### src/bpa_pkg.sv
// shared types, codes and constants for the bitmap page allocator
package bpa_pkg;

    localparam int MAP_WORDS_DEF = 256;
    localparam int WORD_BITS     = 32;
    localparam int PAGE_BYTES    = 4096;

    localparam logic [31:0] WORD_ONES = 32'hffff_ffff;

    // request kinds
    localparam logic [1:0] KIND_INIT     = 2'd0;
    localparam logic [1:0] KIND_GET_ONE  = 2'd1;
    localparam logic [1:0] KIND_PUT      = 2'd2;
    localparam logic [1:0] KIND_GET_MANY = 2'd3;

    // result status codes
    localparam logic [1:0] ST_OK         = 2'd0;
    localparam logic [1:0] ST_NO_SPACE   = 2'd1;
    localparam logic [1:0] ST_OUT_OF_MAP = 2'd2;

    // bitmap write data select
    localparam logic [2:0] WR_ONES = 3'd0;
    localparam logic [2:0] WR_INIT = 3'd1;
    localparam logic [2:0] WR_TAKE = 3'd2;
    localparam logic [2:0] WR_PUT  = 3'd3;
    localparam logic [2:0] WR_RUN  = 3'd4;

    // result select
    localparam logic [2:0] RES_OK_ZERO  = 3'd0;
    localparam logic [2:0] RES_NO_SPACE = 3'd1;
    localparam logic [2:0] RES_OOB      = 3'd2;
    localparam logic [2:0] RES_ONE      = 3'd3;
    localparam logic [2:0] RES_MANY     = 3'd4;

    typedef struct packed {
        logic [1:0]  kind;
        logic [31:0] page_address;
        logic [4:0]  order;
    } bpa_in_t;

    typedef struct packed {
        logic [1:0]  status;
        logic [31:0] result_address;
    } bpa_out_t;

    typedef struct packed {
        logic       load;
        logic       idx_clr;
        logic       step;
        logic       scan;
        logic       run_start;
        logic       rd_put;
        logic       we;
        logic [2:0] wr_sel;
        logic       res_we;
        logic [2:0] res_sel;
        logic       out_load;
    } bpa_cmd_t;

    typedef struct packed {
        logic sweep_last;
        logic scan_end;
        logic one_hit;
        logic many_hit;
        logic put_oob;
        logic run_last;
    } bpa_sts_t;

endpackage

### src/bpa_ctrl.sv
// allocator controller: request sequencing and output handshake
module bpa_ctrl (
    input  logic              clk,
    input  logic              rst_n,
    input  logic              in_valid,
    output logic              in_ready,
    input  logic [1:0]        in_kind,
    output logic              out_valid,
    input  logic              out_ready,
    input  bpa_pkg::bpa_sts_t sts,
    output bpa_pkg::bpa_cmd_t cmd
);
    import bpa_pkg::*;

    localparam logic [2:0] S_CLEAR  = 3'd0;
    localparam logic [2:0] S_IDLE   = 3'd1;
    localparam logic [2:0] S_INIT   = 3'd2;
    localparam logic [2:0] S_SCAN   = 3'd3;
    localparam logic [2:0] S_PUT    = 3'd4;
    localparam logic [2:0] S_PUT_WR = 3'd5;
    localparam logic [2:0] S_ALLOC  = 3'd6;
    localparam logic [2:0] S_DONE   = 3'd7;

    logic [2:0] state_reg, state_next;
    logic [1:0] kind_reg;
    logic       out_valid_reg, out_valid_next;

    assign in_ready  = (state_reg == S_IDLE);
    assign out_valid = out_valid_reg;

    always_comb
    begin
        cmd            = '0;
        cmd.wr_sel     = WR_ONES;
        cmd.res_sel    = RES_OK_ZERO;
        state_next     = state_reg;
        out_valid_next = out_valid_reg && !out_ready;
        unique case (state_reg)
            S_CLEAR:
            begin
                cmd.we   = 1'b1;
                cmd.step = 1'b1;
                if (sts.sweep_last)
                begin
                    state_next = S_IDLE;
                end
            end
            S_IDLE:
            begin
                if (in_valid)
                begin
                    cmd.load    = 1'b1;
                    cmd.idx_clr = 1'b1;
                    unique case (in_kind)
                        KIND_INIT: state_next = S_INIT;
                        KIND_PUT:  state_next = S_PUT;
                        default:   state_next = S_SCAN;
                    endcase
                end
            end
            S_INIT:
            begin
                cmd.we     = 1'b1;
                cmd.wr_sel = WR_INIT;
                cmd.step   = 1'b1;
                if (sts.sweep_last)
                begin
                    cmd.res_we = 1'b1;
                    state_next = S_DONE;
                end
            end
            S_SCAN:
            begin
                cmd.step = 1'b1;
                cmd.scan = 1'b1;
                if (kind_reg == KIND_GET_ONE)
                begin
                    if (sts.one_hit)
                    begin
                        cmd.we      = 1'b1;
                        cmd.wr_sel  = WR_TAKE;
                        cmd.res_we  = 1'b1;
                        cmd.res_sel = RES_ONE;
                        state_next  = S_DONE;
                    end
                    else if (sts.scan_end)
                    begin
                        cmd.res_we  = 1'b1;
                        cmd.res_sel = RES_NO_SPACE;
                        state_next  = S_DONE;
                    end
                end
                else
                begin
                    if (sts.many_hit)
                    begin
                        cmd.run_start = 1'b1;
                        cmd.res_we    = 1'b1;
                        cmd.res_sel   = RES_MANY;
                        state_next    = S_ALLOC;
                    end
                    else if (sts.scan_end)
                    begin
                        cmd.res_we  = 1'b1;
                        cmd.res_sel = RES_NO_SPACE;
                        state_next  = S_DONE;
                    end
                end
            end
            S_PUT:
            begin
                if (sts.put_oob)
                begin
                    cmd.res_we  = 1'b1;
                    cmd.res_sel = RES_OOB;
                    state_next  = S_DONE;
                end
                else
                begin
                    cmd.rd_put = 1'b1;
                    state_next = S_PUT_WR;
                end
            end
            S_PUT_WR:
            begin
                cmd.we     = 1'b1;
                cmd.wr_sel = WR_PUT;
                cmd.res_we = 1'b1;
                state_next = S_DONE;
            end
            S_ALLOC:
            begin
                cmd.we     = 1'b1;
                cmd.wr_sel = WR_RUN;
                cmd.step   = 1'b1;
                if (sts.run_last)
                begin
                    state_next = S_DONE;
                end
            end
            S_DONE:
            begin
                // wait for the output register to free up
                if (!out_valid_reg || out_ready)
                begin
                    cmd.out_load   = 1'b1;
                    out_valid_next = 1'b1;
                    state_next     = S_IDLE;
                end
            end
            default:
            begin
                state_next = S_IDLE;
            end
        endcase
    end

    always_ff @(posedge clk or negedge rst_n)
    begin
        if (!rst_n)
        begin
            state_reg     <= S_CLEAR;
            kind_reg      <= KIND_INIT;
            out_valid_reg <= 1'b0;
        end
        else
        begin
            state_reg     <= state_next;
            out_valid_reg <= out_valid_next;
            if (cmd.load)
            begin
                kind_reg <= in_kind;
            end
        end
    end

    a_no_write_idle: assert property (@(posedge clk) disable iff (!rst_n)
        (state_reg == S_IDLE) |-> !cmd.we)
        else $error("bitmap written while idle");

    a_accept_leaves_idle: assert property (@(posedge clk) disable iff (!rst_n)
        (in_valid && in_ready) |=> (state_reg != S_IDLE))
        else $error("accepted word did not start a request");

    a_take_one_done: assert property (@(posedge clk) disable iff (!rst_n)
        (state_reg == S_SCAN && kind_reg == KIND_GET_ONE && sts.one_hit)
        |=> (state_reg == S_DONE))
        else $error("single page hit did not finish the request");

    a_result_kept: assert property (@(posedge clk) disable iff (!rst_n)
        cmd.out_load |-> (!out_valid_reg || out_ready))
        else $error("pending result overwritten");

endmodule

### config.mk
export PLATFORM = sky130hd
export DESIGN_NAME = bpa_ctrl
export DESIGN_NICKNAME = d
export VERILOG_FILES = /design/src/bpa_pkg.sv /design/src/bpa_ctrl.sv
export SDC_FILE = /design/constraint.sdc
export NUM_CORES = 1
export LEC_CHECK = 0
export BUFFER_PORTS_ARGS = -buffer_cell sky130_fd_sc_hd__buf_2
export CAP_MARGIN = 30
export CORE_MARGIN = 3
export CORE_UTILIZATION = 43
export CTS_BUF_LIST = sky130_fd_sc_hd__clkbuf_8 sky130_fd_sc_hd__clkbuf_16
export DETAILED_ROUTE_END_ITERATION = 16
export PLACE_DENSITY = 0.85
export SYNTH_ARGS = -nofsm -noshare
export SYNTH_HDL_FRONTEND = slang
export SYNTH_SLANG_ARGS = --single-unit
### constraint.sdc
create_clock -name clk -period 1.52 [get_ports clk]
set_clock_uncertainty 0.1 [all_clocks]
set_input_delay 0.076 -clock clk [delete_from_list [all_inputs] [get_ports clk]]
set_output_delay 0.076 -clock clk [all_outputs]
set_load 0.02 [all_outputs]
# Yosys cells after proc, flatten, opt, wreduce, memory -nomap -nowiden
# Index checks and enable logic that the tools add are counted.
[classes]
n_eq_ne = 14
mux = 36
reduce_logical = 9
[ops]
columns = ["operator", "count"]
rows = [
  ["two-way mux 4 bit", 7],
  ["two-way mux 3 bit", 9],
  ["one-hot mux 3 bit (8 select lines)", 1],
  ["== test 3 bit (second input constant)", 4],
  ["one-hot mux 3 bit (2 select lines)", 2],
  ["one-hot mux 3 bit (4 select lines)", 1],
  ["two-way mux 1 bit", 10],
  ["inequality test 2 bit (second input constant)", 5],
  ["two-way mux 2 bit", 4],
  ["OR reduction 4 bit", 2],
  ["== test 3 x 2 -> 1 bit (second input constant)", 2],
  ["AND reduction 5 bit", 1],
  ["one-hot mux 1 bit (4 select lines)", 1],
  ["== test 3 x 1 -> 1 bit (second input constant)", 1],
  ["zero test 3 bit", 1],
  ["== test 2 x 1 -> 1 bit (second input constant)", 1],
  ["== test 2 bit (second input constant)", 1],
  ["zero test 1 bit", 2],
  ["zero test 2 bit", 1],
  ["one-hot mux 1 bit (2 select lines)", 1],
  ["logical AND 1 bit", 1],
  ["logical OR 1 bit", 1],
]
[word_totals]
regBits = 6
in_bits = 12
out_inout_bits = 17
wordCells = 62

# Logic depth before layout (Yosys ltp)
# Gate-level depths: netlist of the first run.
[logic_depth]
ltp_word = 4
ltp_mapped = 5

# Least setup slack after synthesis of the first run
# Ideal clock, no wire load.
[synth_timing]
path_type = "reg-to-reg"
start = "register state_reg[1]"
end = "register kind_reg[0]"
t_arrival_ns = 1.339
required_time_ns = 1.292
slack_ns = -0.047
path_stages_with_launch = 4
path_buffers = 0
synth_period_minus_slack_ns = 1.567
path_cell_list = "dfrtp_1 -> nor3b_4 -> and2_4 -> mux2_1"
[synth_via]
elab_chain_len = 2
[synth_rtl]
columns = ["item", "line", "text"]
rows = [
  ["from (decl)", "bpa_ctrl.sv:24", "logic [2:0] state_reg, state_next;"],
  ["from (signal assigned)", "bpa_ctrl.sv:168", "state_reg <= state_next;"],
  ["== test 3 x 1 -> 1 bit", "--", ""],
  ["net in_ready", "bpa_ctrl.sv:6", "output logic in_ready,"],
  ["two-way mux 2 bit", "bpa_ctrl.sv:38", "unique case (state_reg)"],
  ["to (signal assigned)", "bpa_ctrl.sv:172", "kind_reg <= in_kind;"],
  ["to (decl)", "bpa_ctrl.sv:25", "logic [1:0] kind_reg;"],
]
# The timed path passes the listed nets, and every way through them passes these cells.
# A chain may end at the register's enable or synchronous reset.

==> results.yml, run 1 <==
power:
  power.total_mw: 2.45
  p_per_area_mw_per_mm2: 2250
  ir_worst_vdd_v: 0.00161
  power.leakage_nw: 0.514
timing:
  finalHoldViolations: 0
  timing.final.crit_share_pct: 118
  slew_headroom_pct: 72.3
  setup_viol: 7
  postLayoutSetupSlackWorst_ps: -277
  fmax_mhz: 556
  fin_crit_ps: 1800
  tns_ps: -418
  maxSlewViolCount: 0
  rsz0062_at_grt: "yes"
  worstMarginPinSlew_ps: 410
setup_path:
  cp_max_fo: 8
  crit_required_ps: 1340
  r2r-end: "kind_reg[0]$_DFFE_PN0P_"
  cp_cell_sequence: "nor3b_1, nand2_1, a31oi_1, buf_2"
  reg2reg_depth: 4
  crit_family: "flip-flops"
  crit_path_start_kind: "flip-flop"
  reg2reg_slack_ps: -30
  cp.arrival_ps: 1620
  path_class: "reg2out"
  cp-end-kind: "primary output"
  r2r_start: "state_reg[2]$_DFFE_PN0P_"
  path_buf_inv: 1
  worst_path_largest_cell_delay_ps: 480
  cp_slowest_cell: "dfrtp_2"
finish:
  final_cell_mix: "buf_2, buf_4, buf_6"
  final_nets: 131
  fin_area_mm2: 0.00109
  diodes: 0
  areaGrowthSynthToFinish_pct: 91.0
  postLayoutCoreUtil_pct: 92.8
  largest_reg_flops: 3
  nFillCells: 43
  drive_gt1_share_pct: 68.1
global_routing:
  grt_pass1_wl_mm: 3.04
  antenna_found_initial: 0
  grt_pass1_vias: 700
  grt_usage_pct: 22.3
  grt_max_degree: 9
  globalRoute.totalOverflow: 0
worst_hold_path:
  min_path_cells: 2
  hold_start: "in_kind[1]"
  holdCritPathClass: "in2reg"
  min_to: "kind_reg[1]$_DFFE_PN0P_"
clocking:
  cts_max_level: 1
  path_clk_slew_ps: 40
  cts_tree: "done"
  cts.sinks: 6
  cts_root_buf: "clkbuf_8"
  clk_latency_ps: 230
  cts_max_path_buffers: 2
  cts_made_buffers: 3
placement:
  dpl_worst_slack_ps: -2.16
  place.gp.congestion: 0.814
  hpwl_mm: 1.28
  io_buffers: 28
  place_area_um2: 758
logic_synthesis:
  synth-adder-area-share_pct: 2.20
  yosys.area_share.xor_xnor_pct: 1.54
  synthesis.nets: 81
  ys_types: 37
  synth_compound_area_share_pct: 25.3
  ys_warn_count: 0
  synthCells: 68
  synth.area.mux_share_pct: 3.96
  ys_ff_latch: 6
  synth_top_family_by_area: "simple AND/OR/NAND/NOR gates"
  syn_area_per_cell_um2: 8.37
  synth_simple_gate_area_share_pct: 29.7
  yosysSeqAreaShare_pct: 26.4
  synth.cell_area_um2: 569
run_status:
  violations: "setup timing"
  outcome: "finished with violations"
detailed_routing:
  vias_per_cell: 5.97
  vias: 776
  drtIter0Drc: 7
  dr.pass1.iters: 5
  totalWireLength_mm: 2.43
  wire_per_inst_um: 18.7
  drc: 0
  ant_nets: 0
floorplan:
  die_h_um: 42.4
  fp-row-count: 12
  coreArea_mm2: 0.00117
  num_io_pins: 29
  die_w_um: 42.4
  dieArea_mm2: 0.00180
  initial_core_util_pct: 48.6
job:
  drv_cap: 0
how the worst max path moves through the flow:
stage | cells past startpoint | start | end | slack, ps
final | 4 | state_reg[2]$_DFFE_PN0P_ | cmd[4] | -280
after global routing | 6 | state_reg[0]$_DFFE_PN0P_ | cmd[4] | -370
after CTS | 4 | kind_reg[1]$_DFFE_PN0P_ | cmd[4] | -150
after detailed placement | 6 | state_reg[1]$_DFFE_PN0P_ | cmd[6] | -2
after global placement | 6 | state_reg[2]$_DFFE_PN0P_ | cmd[6] | 40
after floorplan | 3 | state_reg[1]$_DFFE_PN0P_ | kind_reg[0]$_DFFE_PN0P_ | -20
cell families after synthesis:
| family | Yosys count |
|---|---|
| and+or+nand+nor | 24 |
| AOI/OAI and AO/OA | 21 |
| buffers and inverters | 13 |
| xor gates and xnor gates | 1 |
| muxes | 2 |
| adders and majority gates | 1 |
| DFF | 6 |
Yosys cell counts, drive strengths merged:
| library cell | number | share of area, % |
|---|---|---|
| a21oi | 6 | 5.9 |
| nor3 | 5 | 4.4 |
| or2 | 2 | 2.2 |
| nand2 | 2 | 1.8 |
| nor3b | 3 | 5.9 |
| a211oi | 1 | 1.3 |
| and2b | 1 | 1.3 |
| o32ai | 2 | 3.1 |
| mux2 | 2 | 4.0 |
| a22o | 1 | 1.5 |
| nor2b | 2 | 2.2 |
| nor4bb | 1 | 1.8 |
| nand3b | 2 | 2.6 |
| o21a | 1 | 1.3 |
| buf | 4 | 5.1 |
| o21ai | 4 | 3.5 |
| a31oi | 2 | 2.2 |
| nand3 | 1 | 0.88 |
| o21ba | 1 | 1.8 |
| inv | 9 | 5.9 |
| ha | 1 | 2.2 |
| xnor2 | 1 | 1.5 |
| a221oi | 1 | 1.5 |
| dfrtp | 6 | 26 |
| nand2b | 2 | 2.2 |
| or4b | 1 | 1.8 |
| and2 | 2 | 2.6 |
| o311ai | 2 | 3.1 |
area by class of cell:
type / count / area [µm²] / share of cell area, %
multi-input combinational: 49 / 470 / 43.3
timing repair buffer: 49 / 369 / 33.9
sequential: 6 / 153 / 14.0
clock buffer: 3 / 41.3 / 3.80
inverter: 9 / 36.3 / 3.34
tap: 14 / 17.5 / 1.61
power breakdown:
part	internal (mW)	total (mW)	switching [mW]	leakage, nW
Combinational	0.918	1.84	0.925	0.427
Sequential	0.242	0.363	0.121	0.0657
Clock	0.171	0.245	0.0746	0.0216
layer usage:
metal | up-vias | wire (µm) | track usage, % | share of wire, %
li1 | 343 | - | - | -
met1 | 371 | 859 | 21.8 | 35
met2 | 47 | 1250 | 42.6 | 51
met3 | 15 | 156 | 3.00 | 6.4
met4 | 0 | 169 | 14.3 | 7.0
met5 | - | 0 | 0 | 0
stage by stage:
| stage | hold slack [ps] | cells |
|---|---|---|
| floorplan | -320 | 68 |
| finish | 25.3 | 130 |
| global route | 26.9 | 130 |
| detailed placement | -191 | 113 |
| CTS | 19.4 | 120 |
| global placement | -192 | 113 |
repair_timing:
item	CTS	global route
endpoints found under the hold margin	7	0
pin swaps	2	8
gates resized for setup	19	28
endpoints found under the setup margin	10	16
buffers inserted	2	10
cloned	0	0
hold buffers	2	0
Power figures use the tool's default switching activity.
==> run 2: changes to the inputs <==
--- a/config.mk
+++ b/config.mk
@@ -5,13 +5,15 @@
 export SDC_FILE = /design/constraint.sdc
 export NUM_CORES = 1
 export LEC_CHECK = 0
+export ABC_AREA = 1
 export BUFFER_PORTS_ARGS = -buffer_cell sky130_fd_sc_hd__buf_2
 export CAP_MARGIN = 30
 export CORE_MARGIN = 3
-export CORE_UTILIZATION = 43
+export CORE_UTILIZATION = 40
 export CTS_BUF_LIST = sky130_fd_sc_hd__clkbuf_8 sky130_fd_sc_hd__clkbuf_16
+export CTS_CLUSTER_SIZE = 8
 export DETAILED_ROUTE_END_ITERATION = 16
-export PLACE_DENSITY = 0.85
+export PLACE_DENSITY = 0.83
 export SYNTH_ARGS = -nofsm -noshare
 export SYNTH_HDL_FRONTEND = slang
 export SYNTH_SLANG_ARGS = --single-unit
==> constraint.sdc (replaced) <==
create_clock -name clk -period 1.53 [get_ports clk]
set_clock_uncertainty 0.1 [all_clocks]
set_input_delay 0.0765 -clock clk [delete_from_list [all_inputs] [get_ports clk]]
set_output_delay 0.0765 -clock clk [all_outputs]
set_load 0.02 [all_outputs]
==> run 2 against run 1 <==
The run still ends with setup timing left; first-iteration DRC count rose to 4.0 times the previous value; worst hold slack worse by 14 ps; register-to-register slack hardly changed; critical path depth grew 3; sequential share of layout area about the same; total power up 10%; flip-flop and latch count unchanged; via count is 16% higher; critical path type unchanged.
==> results.yml, run 2 <==
run_status:
  outcome: "finished with violations"
  violations: "setup timing"
global_routing:
  grt_pass1_wl_mm: 3.23
  grt_pass1_vias: 817
  grt_max_degree: 9
  antenna_found_initial: 0
  grt_usage_pct: 21.6
  globalRoute.totalOverflow: 0
setup_path:
  crit_path_start_kind: "flip-flop"
  cp.arrival_ps: 1440
  crit_family: "buffers and inverters"
  cp_common_cell: "buf_4"
  worst_path_largest_cell_delay_ps: 460
  path_class: "reg2out"
  crit_required_ps: 1350
  path_buf_inv: 5
  cp-end-kind: "primary output"
  cp_slowest_cell: "dfrtp_2"
  cp_max_fo: 5
  cp_cell_sequence: "buf_4, nand2_8, inv_4, buf_4, a31oi_1, inv_1, buf_2"
floorplan:
  fp-row-count: 13
  initial_core_util_pct: 44.7
  die_h_um: 44.8
  dieArea_mm2: 0.00201
  coreArea_mm2: 0.00135
  die_w_um: 44.8
  num_io_pins: 29
placement:
  place_area_um2: 751
  hpwl_mm: 1.31
  io_buffers: 28
  place.gp.congestion: 0.810
  dpl_worst_slack_ps: 7.77
  place_inst: 143
logic_synthesis:
  synth_commonest_cells: "nand2_1, nor2_1, inv_1"
  ys_ff_latch: 6
  synthesis.nets: 114
  ys_types: 22
  async_flop_share_pct: 100
  synth_top_area_cell: "dfrtp_1"
  synth_top_cells_by_area: "dfrtp_1, nand2_1, nor2_1"
  synth_edf_count: 0
  synth.most_common_cell: "nand2_1"
  synthCells: 101
  synth_flop_cell: "dfrtp_1"
  synth.cell_area_um2: 603
  synth_top_area_share_pct: 24.9
  yosysSeqAreaShare_pct: 24.9
  syn_area_per_cell_um2: 5.97
  ys_warn_count: 0
finish:
  fin_area_mm2: 0.00110
  final_nets: 163
  final_cell_mix: "nand2_1, buf_2, buf_4"
  layout_commonest_cell: "nand2_1"
  fin_cells: 163
  areaGrowthSynthToFinish_pct: 81.7
  drive_gt1_share_pct: 52.0
  largest_reg_flops: 3
  diodes: 0
timing:
  finalHoldViolations: 0
  fmax_mhz: 617
  timing.final.crit_share_pct: 106
  worstMarginPinSlew_ps: 256
  rsz0062_at_grt: "yes"
  maxSlewViolCount: 0
  slew_headroom_pct: 82.9
  setup_viol: 10
  fin_crit_ps: 1620
  tns_ps: -411
  postLayoutSetupSlackWorst_ps: -90.8
clocking:
  cts_max_level: 1
  cts.sinks: 6
  clk_latency_ps: 220
  path_clk_slew_ps: 40
  cts_root_buf: "clkbuf_8"
  cts_made_buffers: 3
  cts_tree: "done"
  cts_max_path_buffers: 2
power:
  p_per_area_mw_per_mm2: 2470
  power.leakage_nw: 0.600
  p_clk_share_pct: 8.7
  switchingPower_mw: 1.38
  p_int_mw: 1.33
  swShare_pct: 50.9
  p_comb_share_pct: 77.0
  seqPwrFrac_pct: 14.2
  ir_worst_vdd_v: 0.00154
detailed_routing:
  vias_per_cell: 5.54
  dr.pass1.iters: 4
  drc: 0
  wire_per_inst_um: 16.7
  vias: 903
  totalWireLength_mm: 2.72
  drtIter0Drc: 28
  ant_nets: 0
job:
  drv_cap: 0
worst_hold_path:
  holdCritPathClass: "in2reg"
[run 2: per-stage QoR]
step / power, mW / util, % / hold slack (ps)
after floorplan: 1.29 / - / -319
after CTS: 2.21 / 70.4 / 6.48
final: 2.70 / 81.2 / 11.7
after global routing: 2.87 / 81.2 / 37.4
after global placement: 1.58 / 55.6 / -195
after detailed placement: 1.61 / 55.6 / -190
[run 2: what timing repair did]
item,in CTS,in global routing
pin swaps,4,7
resized for setup,18,26
endpoints found under the hold margin,6,0
hold buffers,1,0
endpoints found under the setup margin,6,14
buffers inserted,12,4
[run 2: area by class of cell]
cell class	instances	area [µm²]
sequential	6	154
clock buffer	3	41.3
tap	15	18.8
fill	81	254
timing repair buffer	47	364
multi-input combinational	75	442
inverter	17	76.3
[run 2: cells by family (layout without fill, tap and decap cells)]
logic type | Yosys count | count (layout) | synth area share (%)
compound gates | 11 | 11 | 9.96
fa+ha+maj | 1 | 1 | 2.07
buf+inv | 20 | 67 | 14.9
flops | 6 | 6 | 24.9
mux | 1 | 1 | 1.66
simple gates | 62 | 62 | 46.5
[run 2: worst reg2reg max path, stage by stage, from the launching register on]
cell and delay, ps:
dfrtp_2 460, buf_12 150, nand2_4 80, buf_6 120, nor2_4 40, buf_4 140
a21oi_1 150, nand2_1 80, nand2_1 80, nand2_1 50
[run 2: worst paths after layout]
kind	start	end	slack (ps)	cells past startpoint
worst max-delay path	state_reg[1]$_DFFE_PN0P_	cmd[5]	-90	7
worst min-delay path	in_kind[1]	kind_reg[1]$_DFFE_PN0P_	10	3
worst max register to register	state_reg[0]$_DFFE_PN0P_	state_reg[1]$_DFFE_PN0P_	-20	9
worst min register to register	kind_reg[0]$_DFFE_PN0P_	kind_reg[0]$_DFFE_PN0P_	420	2
max in group asynchronous	rst_n	state_reg[2]$_DFFE_PN0P_	1060	2
min in group asynchronous	rst_n	state_reg[1]$_DFFE_PN0P_	110	2
[run 2: per-layer routing]
| metal | GRT usage (%) | routed length, µm | vias up |
|---|---|---|---|
| met5 | 0 | 0 | - |
| met4 | 14.6 | 163 | 0 |
| met3 | 3.59 | 141 | 23 |
| met2 | 38.4 | 1380 | 47 |
| met1 | 23.2 | 1030 | 418 |
| li1 | - | - | 415 |
[run 2: power groups by stage]
| stage | registers (mW) | logic (mW) | clock network [mW] |
|---|---|---|---|
| final | 0.385 | 2.08 | 0.236 |
| after global routing | 0.391 | 2.23 | 0.247 |
| after CTS | 0.352 | 1.61 | 0.244 |
| after detailed placement | 0.349 | 1.26 | 0 |
| after global placement | 0.346 | 1.23 | 0 |
| after floorplan | 0.299 | 0.994 | 0 |
==> run 3: changes to the inputs <==
==> constraint.sdc (replaced) <==
create_clock -name clk -period 1.53 [get_ports clk]
set_clock_uncertainty 0.1 [all_clocks]
set_input_delay 0.2295 -clock clk [delete_from_list [all_inputs] [get_ports clk]]
set_output_delay 0.2295 -clock clk [all_outputs]
set_load 0.02 [all_outputs]
==> run 3 against run 2 <==
The flow still finishes with violations (setup timing); cell area is 13% higher; count of clock-buffer cells in the layout stayed put; worst hold slack better by 170 ps; worst setup slack worse by 160 ps; critical path depth is 1 lower; critical endpoint is now cmd[2]; largest cell class unchanged.
==> results.yml, run 3 (synthesized netlist as in run 2, its figures left out) <==
setup_path:
  path_class: "reg2out"
  crit_path_start_kind: "flip-flop"
  cp.arrival_ps: 1450
  cp-end-kind: "primary output"
  cp_max_fo: 6
  reg2reg_depth: 9
  crit_required_ps: 1200
power:
  power.leakage_nw: 0.658
  p_per_area_mw_per_mm2: 2440
  ir_worst_vdd_v: 0.00149
clocking:
  cts_tree: "done"
  cts_max_level: 1
  cts_made_buffers: 3
  cts_root_buf: "clkbuf_8"
  path_clk_slew_ps: 40
  cts.sinks: 6
  cts_max_path_buffers: 2
  clk_latency_ps: 220
global_routing:
  globalRoute.totalOverflow: 0
  grt_usage_pct: 26.2
  grt_pass1_wl_mm: 3.77
  grt_max_degree: 7
  antenna_found_initial: 0
  grt_pass1_vias: 830
timing:
  maxSlewViolCount: 0
  worstMarginPinSlew_ps: 408
  postLayoutSetupSlackWorst_ps: -253
  tns_ps: -2370
  fin_crit_ps: 1780
  setup_viol: 15
  fin_hold_ws_ps: 184
  timing.final.crit_share_pct: 117
  rsz0062_at_grt: "yes"
  finalHoldViolations: 0
  slew_headroom_pct: 72.5
  fmax_mhz: 561
placement:
  io_buffers: 28
  place.gp.congestion: 0.857
  place_inst: 149
  dpl_worst_slack_ps: -60.2
  place_area_um2: 820
  hpwl_mm: 1.35
floorplan:
  initial_core_util_pct: 44.7
  die_w_um: 44.8
  coreArea_mm2: 0.00135
  fp-row-count: 13
  die_h_um: 44.8
  num_io_pins: 29
  dieArea_mm2: 0.00201
worst_hold_path:
  holdCritPathClass: "in2reg"
  min_path_cells: 3
finish:
  final_nets: 171
  areaGrowthSynthToFinish_pct: 105
  nFillCells: 53
  diodes: 0
  fin_cells: 171
  final_cell_mix: "nand2_1, buf_6, buf_4"
  largest_reg_flops: 3
  fin_area_mm2: 0.00123
  layout_commonest_cell: "nand2_1"
  drive_gt1_share_pct: 59.6
detailed_routing:
  drc: 0
  dr.pass1.iters: 4
  drtIter0Drc: 22
  totalWireLength_mm: 3.23
  vias: 979
  vias_per_cell: 5.73
  wire_per_inst_um: 18.9
  ant_nets: 0
job:
  drv_cap: 0
run_status:
  outcome: "finished with violations"
  violations: "setup timing"
run 3: per-layer routing:
metal | vias up | part of all wire (%) | GRT usage, %
met4 | 0 | 4.6 | 13.5
met5 | - | 0 | 0
met3 | 19 | 6.9 | 4.78
met1 | 463 | 36 | 32.2
met2 | 70 | 52 | 43.6
li1 | 427 | - | -
run 3: layout make-up:
type                            instances  area (µm²)  area share [%]
Multi-Input combinational cell         75         490            39.8
Tap cell                               15        18.8            1.52
Sequential cell                         6         154            12.5
Inverter                               17        76.3            6.19
Timing Repair Buffer                   55         453            36.7
Clock buffer                            3        41.3            3.35
run 3: path summary, 6_finish.rpt:
path | startpoint | end | slack, ps
min | in_kind[1] | kind_reg[1]$_DFFE_PN0P_ | 180
max | state_reg[1]$_DFFE_PN0P_ | cmd[2] | -250
max in group asynchronous | rst_n | state_reg[0]$_DFFE_PN0P_ | 890
min in group asynchronous | rst_n | out_valid$_DFF_PN0_ | 270
min reg2reg | kind_reg[0]$_DFFE_PN0P_ | kind_reg[0]$_DFFE_PN0P_ | 440
max reg2reg | state_reg[1]$_DFFE_PN0P_ | state_reg[2]$_DFFE_PN0P_ | -10
run 3: worst max-delay path, stage by stage, from the launching register on:
cell and delay, ps:
dfrtp_2 460, nand2_2 100, nor2_4 210, buf_6 140
inv_4 40, o22ai_2 120, buf_6 140
run 3: power by group:
part / internal, mW / total (mW) / switching, mW
sequential: 0.248 / 0.391 / 0.143
combinational: 1.06 / 2.38 / 1.32
clock: 0.169 / 0.243 / 0.0733
total: 1.47 / 3.01 / 1.54
run 3: metrics by stage:
stage	power, mW	util [%]
global placement	1.74	60.7
detailed placement	1.77	60.7
floorplan	1.35	-
finish	3.01	91.4
CTS	2.45	79.7
global route	3.15	91.4
run 3: repair_timing:
item                                    CTS  global route
gates cloned                              0             0
setup buffers                            13             5
pin swaps                                 7             9
endpoints found under the setup margin   15            18
hold buffers                              1             0
resized for setup                        35            34
endpoints found under the hold margin     6             0
